`src/rtl/core/ptrs_pkg.sv`:
```
// Shared types and constants for the periodic task release scheduler.
package ptrs_pkg;

    localparam int MAX_TASKS_DEF = 8;
    localparam int SLOT_W        = 4;
    localparam int PERIOD_W      = 16;
    localparam int TICK_W        = 32;
    localparam int OPT_W         = 16;
    localparam int REL_SLOT_W    = 3;

    localparam logic [OPT_W-1:0] OPT_RESET = 16'd1;

    localparam logic OP_OVERFLOW = 1'b0;
    localparam logic OP_CREATE   = 1'b1;

    localparam logic KIND_TICK    = 1'b0;
    localparam logic KIND_RELEASE = 1'b1;

    typedef enum logic [1:0] {
        ST_IDLE,
        ST_LOAD,
        ST_DIV,
        ST_FLUSH
    } state_t;

    typedef struct packed {
        logic                en;
        logic [SLOT_W-1:0]   slot;
        logic [PERIOD_W-1:0] period;
        logic                valid;
    } tbl_wr_t;

    typedef struct packed {
        logic done;
        logic zero;
    } mod_res_t;

endpackage

```
`src/rtl/core/ptrs_task_table.sv`:
```
// Task table: period and valid mark per slot, one write and one read port.
module ptrs_task_table #(
    parameter int MAX_TASKS = ptrs_pkg::MAX_TASKS_DEF,
    parameter int IDX_W     = (MAX_TASKS > 1) ? $clog2(MAX_TASKS) : 1
) (
    input  logic                          clk,
    input  logic                          rst_n,
    input  ptrs_pkg::tbl_wr_t             wr,
    input  logic [IDX_W-1:0]              rd_idx,
    output logic [ptrs_pkg::PERIOD_W-1:0] rd_period,
    output logic                          rd_valid
);
    import ptrs_pkg::*;

    logic [PERIOD_W-1:0] period_reg [MAX_TASKS];
    logic [MAX_TASKS-1:0] valid_reg;
    logic                 in_range;

    assign in_range = ({1'b0, wr.slot} < (SLOT_W+1)'(MAX_TASKS));

    always_ff @(posedge clk or negedge rst_n)
    begin
        if (!rst_n)
        begin
            valid_reg <= '0;
        end
        else if (wr.en && in_range)
        begin
            valid_reg[wr.slot[IDX_W-1:0]] <= wr.valid;
        end
    end

    always_ff @(posedge clk)
    begin
        if (wr.en && in_range)
        begin
            period_reg[wr.slot[IDX_W-1:0]] <= wr.period;
        end
    end

    assign rd_period = period_reg[rd_idx];
    assign rd_valid  = valid_reg[rd_idx];

endmodule

```
`src/rtl/core/ptrs_mod_serial.sv`:
```
// Bit-serial restoring modulo: tick count mod period, one dividend bit per cycle.
module ptrs_mod_serial (
    input  logic                          clk,
    input  logic                          rst_n,
    input  logic                          start,
    input  logic [ptrs_pkg::TICK_W-1:0]   dividend,
    input  logic [ptrs_pkg::PERIOD_W-1:0] divisor,
    output ptrs_pkg::mod_res_t            res
);
    import ptrs_pkg::*;

    localparam int CNT_W = $clog2(TICK_W);

    logic                busy_reg, busy_next;
    logic                done_reg, done_next;
    logic [CNT_W-1:0]    cnt_reg, cnt_next;
    logic [TICK_W-1:0]   shift_reg, shift_next;
    logic [PERIOD_W-1:0] rem_reg, rem_next;
    logic [PERIOD_W-1:0] div_reg, div_next;
    logic [PERIOD_W:0]   trial;
    logic [PERIOD_W:0]   diff;

    assign trial = {rem_reg, shift_reg[TICK_W-1]};
    assign diff  = trial - {1'b0, div_reg};

    always_comb
    begin
        busy_next  = busy_reg;
        done_next  = 1'b0;
        cnt_next   = cnt_reg;
        shift_next = shift_reg;
        rem_next   = rem_reg;
        div_next   = div_reg;
        if (start)
        begin
            busy_next  = 1'b1;
            cnt_next   = '0;
            shift_next = dividend;
            rem_next   = '0;
            div_next   = divisor;
        end
        else if (busy_reg)
        begin
            shift_next = {shift_reg[TICK_W-2:0], 1'b0};
            if (trial >= {1'b0, div_reg})
            begin
                rem_next = diff[PERIOD_W-1:0];
            end
            else
            begin
                rem_next = trial[PERIOD_W-1:0];
            end
            cnt_next = cnt_reg + 1'b1;
            if (cnt_reg == CNT_W'(TICK_W - 1))
            begin
                busy_next = 1'b0;
                done_next = 1'b1;
            end
        end
    end

    always_ff @(posedge clk or negedge rst_n)
    begin
        if (!rst_n)
        begin
            busy_reg <= 1'b0;
            done_reg <= 1'b0;
            cnt_reg  <= '0;
        end
        else
        begin
            busy_reg <= busy_next;
            done_reg <= done_next;
            cnt_reg  <= cnt_next;
        end
    end

    always_ff @(posedge clk)
    begin
        shift_reg <= shift_next;
        rem_reg   <= rem_next;
        div_reg   <= div_next;
    end

    assign res.done = done_reg;
    assign res.zero = (rem_reg == '0);

endmodule

```
`src/rtl/core/periodic_task_release_scheduler_unit.sv`:
```
// Top level of the periodic task release scheduler: control, counters and records.
//
// Create items and overflow beats that do not complete a tick are taken in the idle
// state and busy stays low. A beat that completes a tick raises busy while the task
// table is scanned in slot order: an empty slot or one with period zero is stepped
// over, and a live slot waits for the bit-serial modulo unit, which works through the
// 32-bit tick count one bit per cycle. Records leave one per result_strobe pulse, the
// tick marker first, and cannot be held off; the last record of a tick is on the
// ports in the first cycle with busy low. cfg_ready is always high.
module periodic_task_release_scheduler_unit #(
    parameter int MAX_TASKS = ptrs_pkg::MAX_TASKS_DEF
) (
    input  logic                            clk,
    input  logic                            rst_n,
    input  logic                            start,
    output logic                            busy,
    input  logic                            op,
    input  logic [ptrs_pkg::SLOT_W-1:0]     task_slot,
    input  logic [ptrs_pkg::PERIOD_W-1:0]   task_period,
    input  logic                            task_enable,
    input  logic                            cfg_valid,
    output logic                            cfg_ready,
    input  logic [ptrs_pkg::OPT_W-1:0]      cfg_data,
    output logic                            result_strobe,
    output logic                            record_kind,
    output logic [ptrs_pkg::REL_SLOT_W-1:0] released_slot,
    output logic [ptrs_pkg::TICK_W-1:0]     tick_value,
    output logic                            last
);
    import ptrs_pkg::*;

    localparam int CNT_W = $clog2(MAX_TASKS + 1);
    localparam int IDX_W = (MAX_TASKS > 1) ? $clog2(MAX_TASKS) : 1;

    state_t              state_reg, state_next;
    logic [OPT_W-1:0]    opt_reg, opt_next;
    logic [OPT_W-1:0]    cd_reg, cd_next;
    logic [TICK_W-1:0]   tick_reg, tick_next;
    logic [CNT_W-1:0]    idx_reg, idx_next;
    logic                pend_kind_reg, pend_kind_next;
    logic [SLOT_W-1:0]   pend_slot_reg, pend_slot_next;
    logic                strobe_reg, strobe_next;
    logic                kind_reg, kind_next;
    logic [SLOT_W-1:0]   slot_reg, slot_next;
    logic                last_reg, last_next;

    tbl_wr_t             tbl_wr;
    logic [PERIOD_W-1:0] rd_period;
    logic                rd_valid;
    mod_res_t            mod_res;

    logic accept, tick_hit, scan_done, cand;
    logic div_start, emit, emit_last, step_idx;

    assign accept    = start && (state_reg == ST_IDLE);
    assign tick_hit  = accept && (op == OP_OVERFLOW) && (cd_reg == OPT_W'(1));
    assign scan_done = (idx_reg == CNT_W'(MAX_TASKS));
    assign cand      = rd_valid && (rd_period != '0);

    assign tbl_wr.en     = accept && (op == OP_CREATE);
    assign tbl_wr.slot   = task_slot;
    assign tbl_wr.period = task_period;
    assign tbl_wr.valid  = task_enable;

    ptrs_task_table #(
        .MAX_TASKS (MAX_TASKS),
        .IDX_W     (IDX_W)
    ) u_table (
        .clk       (clk),
        .rst_n     (rst_n),
        .wr        (tbl_wr),
        .rd_idx    (idx_reg[IDX_W-1:0]),
        .rd_period (rd_period),
        .rd_valid  (rd_valid)
    );

    ptrs_mod_serial u_mod (
        .clk      (clk),
        .rst_n    (rst_n),
        .start    (div_start),
        .dividend (tick_reg),
        .divisor  (rd_period),
        .res      (mod_res)
    );

    // next state
    always_comb
    begin
        state_next = state_reg;
        unique case (state_reg)
            ST_IDLE:
            begin
                if (tick_hit)
                begin
                    state_next = ST_LOAD;
                end
            end
            ST_LOAD:
            begin
                if (scan_done)
                begin
                    state_next = ST_FLUSH;
                end
                else if (cand)
                begin
                    state_next = ST_DIV;
                end
            end
            ST_DIV:
            begin
                if (mod_res.done)
                begin
                    state_next = ST_LOAD;
                end
            end
            ST_FLUSH:
            begin
                state_next = ST_IDLE;
            end
            default:
            begin
                state_next = ST_IDLE;
            end
        endcase
    end

    // control outputs
    always_comb
    begin
        busy      = 1'b1;
        div_start = 1'b0;
        emit      = 1'b0;
        emit_last = 1'b0;
        step_idx  = 1'b0;
        unique case (state_reg)
            ST_IDLE:
            begin
                busy = 1'b0;
            end
            ST_LOAD:
            begin
                div_start = !scan_done && cand;
                step_idx  = !scan_done && !cand;
            end
            ST_DIV:
            begin
                emit     = mod_res.done && mod_res.zero;
                step_idx = mod_res.done;
            end
            ST_FLUSH:
            begin
                emit      = 1'b1;
                emit_last = 1'b1;
            end
            default:
            begin
                busy = 1'b1;
            end
        endcase
    end

    // datapath
    always_comb
    begin
        opt_next       = opt_reg;
        cd_next        = cd_reg;
        tick_next      = tick_reg;
        idx_next       = idx_reg;
        pend_kind_next = pend_kind_reg;
        pend_slot_next = pend_slot_reg;
        strobe_next    = emit;
        kind_next      = kind_reg;
        slot_next      = slot_reg;
        last_next      = emit_last;

        if (cfg_valid)
        begin
            opt_next = cfg_data;
        end

        if (accept && (op == OP_OVERFLOW))
        begin
            if (tick_hit)
            begin
                cd_next        = opt_reg;
                tick_next      = tick_reg + 1'b1;
                idx_next       = '0;
                pend_kind_next = KIND_TICK;
                pend_slot_next = '0;
            end
            else
            begin
                cd_next = cd_reg - 1'b1;
            end
        end

        if (emit)
        begin
            kind_next = pend_kind_reg;
            slot_next = pend_slot_reg;
            if (!emit_last)
            begin
                pend_kind_next = KIND_RELEASE;
                pend_slot_next = SLOT_W'(idx_reg);
            end
        end

        if (step_idx)
        begin
            idx_next = idx_reg + 1'b1;
        end
    end

    always_ff @(posedge clk or negedge rst_n)
    begin
        if (!rst_n)
        begin
            state_reg  <= ST_IDLE;
            opt_reg    <= OPT_RESET;
            cd_reg     <= OPT_RESET;
            tick_reg   <= '0;
            idx_reg    <= '0;
            strobe_reg <= 1'b0;
        end
        else
        begin
            state_reg  <= state_next;
            opt_reg    <= opt_next;
            cd_reg     <= cd_next;
            tick_reg   <= tick_next;
            idx_reg    <= idx_next;
            strobe_reg <= strobe_next;
        end
    end

    always_ff @(posedge clk)
    begin
        pend_kind_reg <= pend_kind_next;
        pend_slot_reg <= pend_slot_next;
        kind_reg      <= kind_next;
        slot_reg      <= slot_next;
        last_reg      <= last_next;
    end

    assign cfg_ready     = 1'b1;
    assign result_strobe = strobe_reg;
    assign record_kind   = kind_reg;
    assign released_slot = slot_reg[REL_SLOT_W-1:0];
    assign tick_value    = tick_reg;
    assign last          = last_reg;

    a_done_in_div: assert property (@(posedge clk) disable iff (!rst_n)
        mod_res.done |-> (state_reg == ST_DIV))
        else $error("modulo result outside scan");

    a_flush_last: assert property (@(posedge clk) disable iff (!rst_n)
        (state_reg == ST_FLUSH) |=> (result_strobe && last))
        else $error("flush without closing record");

    a_last_gap: assert property (@(posedge clk) disable iff (!rst_n)
        (result_strobe && last) |=> !result_strobe)
        else $error("record after closing beat");

endmodule
```
`config.mk`:
```
export PLATFORM = sky130hd
export DESIGN_NAME = periodic_task_release_scheduler_unit
export DESIGN_NICKNAME = d
export VERILOG_FILES = /design/src/rtl/core/ptrs_pkg.sv /design/src/rtl/core/ptrs_task_table.sv /design/src/rtl/core/ptrs_mod_serial.sv /design/src/rtl/core/periodic_task_release_scheduler_unit.sv
export SDC_FILE = /design/constraint.sdc
export NUM_CORES = 1
export LEC_CHECK = 0
export ABC_AREA = 1
export BUFFER_PORTS_ARGS = -buffer_cell sky130_fd_sc_hd__buf_2
export CAP_MARGIN = 30
export CORE_AREA = 3 3 158 160
export CTS_BUF_LIST = sky130_fd_sc_hd__clkbuf_4 sky130_fd_sc_hd__clkbuf_8
export DETAILED_ROUTE_END_ITERATION = 8
export DIE_AREA = 0 0 161 163
export PLACE_DENSITY_LB_ADDON = 0.3
export SYNTH_ARGS = -nofsm -noshare
export SYNTH_HDL_FRONTEND = slang
export SYNTH_SLANG_ARGS = --single-unit
```
`constraint.sdc`:
```
create_clock -name clk -period 7.9 [get_ports clk]
set_input_delay 0 -clock clk [delete_from_list [all_inputs] [get_ports clk]]
set_output_delay 0 -clock clk [all_outputs]
set_load 0.02 [all_outputs]
```
==> flow_summary.json <==
{
  "yosysUniqueCellTypes": 52,
  "required_ns": 8.10,
  "gr-usage-all-layers_pct": 24.6,
  "path_class": "flip-flop to flip-flop",
  "synth_seq_cells": 287,
  "drive_gt1_share_pct": 13.6,
  "cp-end-kind": "flip-flop",
  "vias": 11000,
  "synth_cells": 1538,
  "ioPinCount": 82,
  "power_density_nw_per_um2": 187,
  "finalWeightedCongestion": 0.912,
  "relSlewSlack_pct": 34.0,
  "tightestPinTransition_ns": 0.989,
  "ys_seq_area_share_pct": 56.7,
  "wl_per_cell_um": 15.8,
  "dpl.hpwl_um": 20300,
  "layout.cells.non_filler": 2046,
  "worst_ir_drop_vdd_uv": 228,
  "pwr-share-clk_pct": 44.7,
  "finalPower_uw": 3030,
  "p_int_uw": 2380,
  "wl_um": 32400,
  "path_clk_slew_ns": 0.07,
  "fin_crit_sh_pct": 49.7,
  "syn2layout_area_growth_pct": 15.1,
  "grt_antenna_before_repair": 0,
  "nets": 1759,
  "largest_reg_flops": 128,
  "cts_made_buffers": 47,
  "finalHoldViolations": 0,
  "die_h_um": 163,
  "grt_first_pass_wirelength_um": 52400,
  "drtAntennaViolNets": 0,
  "cp_max_fo": 83,
  "fmax_mhz": 255,
  "n_fill_cell": 1805,
  "start_util_pct": 59.8,
  "worst_slack_ns": 3.97,
  "dieArea_um2": 26200,
  "synth_area_per_cell_um2": 9.15,
  "drc": 0,
  "worstSetupStartpointType": "flip-flop",
  "pwr-share-comb_pct": 2.3,
  "async_reset_ff_share_pct": 30.0,
  "p_leak_uw": 0.00753,
  "period_minus_slack_ns": 3.93,
  "dr.pass1.iters": 6,
  "postCtsSetupBuffers": 0,
  "initialDrtViolationCount": 1164,
  "slew_viol_final": 0,
  "multi_input_area_um2": 4890,
  "final_common_cell": "nand2_1",
  "setup_viol": 0,
  "grt_overflow_total": 0,
  "switchingPower_uw": 651,
  "hold_class": "primary input to flip-flop",
  "diodes": 0,
  "cts.sinks": 287,
  "cts_max_path_buffers": 3,
  "syn_area_um2": 14100,
  "rsz0062_at_grt": "no",
  "synth_edf_count": 180,
  "root_buffer": "clkbuf_8",
  "clk_latency_ns": 0.59,
  "synth_ff_type": "edfxtp_1",
  "rows": 56,
  "grt_pass1_vias": 10600,
  "pre_cts_ws_ns": 4.00,
  "io_buffers": 80,
  "synth_warnings": 0,
  "ff2ff_setup_slack_ns": 3.97,
  "seqPwrFrac_pct": 53.0,
  "fin_setup_tns_ns": 0,
  "clock_skew_ns": 0.0543,
  "cap_viol_max_count": 0,
  "seqCellArea_um2": 7980,
  "holdWs_ns": 0.0718,
  "layout_common_cells": "nand2_1 (501), inv_1 (206), edfxtp_1 (180)",
  "syn_nets": 1609,
  "grt_start_max_net_pins": 84,
  "die_x_um": 161,
  "worst_ep_arrival_time_ns": 4.13,
  "cts_tree": "yes",
  "place_inst": 1901,
  "status": "finished, final reports clean",
  "netSwitchingFraction_pct": 21.5,
  "avgViaCountPerCell": 5.37,
  "core-area_um2": 23500,
  "cts_max_level": 2
}
-- power by group through the flow --
stage / clock network [uW] / registers [uW] / logic, uW
finish: 1350 / 1610 / 71.0
global route: 1450 / 1600 / 77.8
CTS: 1370 / 1600 / 69.4
detailed placement: 0 / 1640 / 41.4
global placement: 0 / 1630 / 39.7
floorplan: 0 / 1630 / 11.8
-- repair_timing --
action | in CTS | in global routing
hold buffers | 57 | 0
hold endpoints to repair | 248 | 0
gates resized for setup | 0 | 0
-- cell type report --
type / count / area share, %
repair buffers: 150 / 6.67
inverters: 224 / 5.27
flip-flops and latches: 287 / 49.3
clock buffers: 64 / 4.97
clock inverters: 24 / 1.19
well taps: 319 / 2.46
multi-input cells: 978 / 30.2
-- synth_stat cells (2+ instances only) --
master	number	area [um2]
a21oi_1	28	140
a31oi_1	5	31.3
buf_2	9	45.0
buf_4	10	75.1
buf_6	16	180
clkbuf_1	14	52.6
dfrtp_1	84	2100
dfstp_2	2	52.6
dfxtp_1	21	420
edfxtp_1	180	5410
ha_1	28	350
inv_1	206	773
inv_2	14	52.6
inv_4	2	12.5
mux2_2	12	135
nand2_1	501	1880
nand2_2	4	25.0
nand3_1	98	490
nand3b_1	7	52.6
nand4_1	6	37.5
nor2_1	71	267
nor2_2	2	12.5
nor2_4	4	45.0
nor3_1	33	165
nor3_2	2	20.0
nor4_1	8	50.1
o21a_1	2	15.0
o21ai_0	54	270
o21ai_1	17	85.1
o21ai_2	16	140
o21bai_1	3	22.5
o221ai_1	5	43.8
o22ai_1	6	37.5
o311ai_0	2	17.5
o31ai_1	2	15.0
or2_2	2	12.5
xnor2_1	8	70.1
xor2_1	40	350
-- worst max-delay path, cell delays in order, from the launching register on --
cell     delay, ns
dfrtp_2       0.64
buf_4         0.55
nand2_1       0.09
nand2_1       0.09
nand2_1       0.05
nand2_1       0.07
nand2_1       0.05
nand2_1       0.13
nor2_1        0.05
nand2_1       0.06
nor2_1        0.05
nand2_1       0.07
nand2_2       0.07
nor2_4        0.50
inv_4         0.46
nand2_1       0.18
buf_4         0.40
-- cell families after synthesis --
logic type,after synthesis,share of synthesized area [%]
AOI/OAI and AO/OA,145,6.09
muxes,12,0.960
xor gates and xnor gates,48,2.99
buffers and inverters,273,8.57
other,1,0.0266
DFF,287,56.7
and+or+nand+nor,743,22.0
adders and majority gates,29,2.63
-- metal layers --
layer  share of wire (%)  up-vias  routed length [um]  global-route usage [%]
met3                 6.2       87                2020                    4.02
met5                   0        -                   0                       0
li1                    -     5294                   -                       -
met1                  44     5202               14100                    33.2
met2                  48      403               15500                    41.4
met4                 2.4        0                 772                    7.70
-- worst paths after layout --
| check | start | cells past startpoint | end |
|---|---|---|---|
| max reg2reg | idx_reg[0] | 16 | u_mod.shift_reg[12] |
| min | task_slot[2] | 4 | u_table.period_reg[6][11] |
| min in group asynchronous | rst_n | 4 | tick_value[26] |
| max | idx_reg[0] | 16 | u_mod.shift_reg[12] |
| min reg2reg | pend_slot_reg[0] | 0 | slot_reg[0] |
| max in group asynchronous | rst_n | 4 | idx_reg[0] |
-- metrics by stage --
stage | area (um2) | utilization (%)
2_1_floorplan | 14100 | -
5_1_grt | 16200 | 68.8
3_5_place_dp | 14600 | 62.1
6_report | 16200 | 68.8
4_1_cts | 16200 | 68.8
3_3_place_gp | 14600 | 62.1
(Power assumes the default switching activity.)
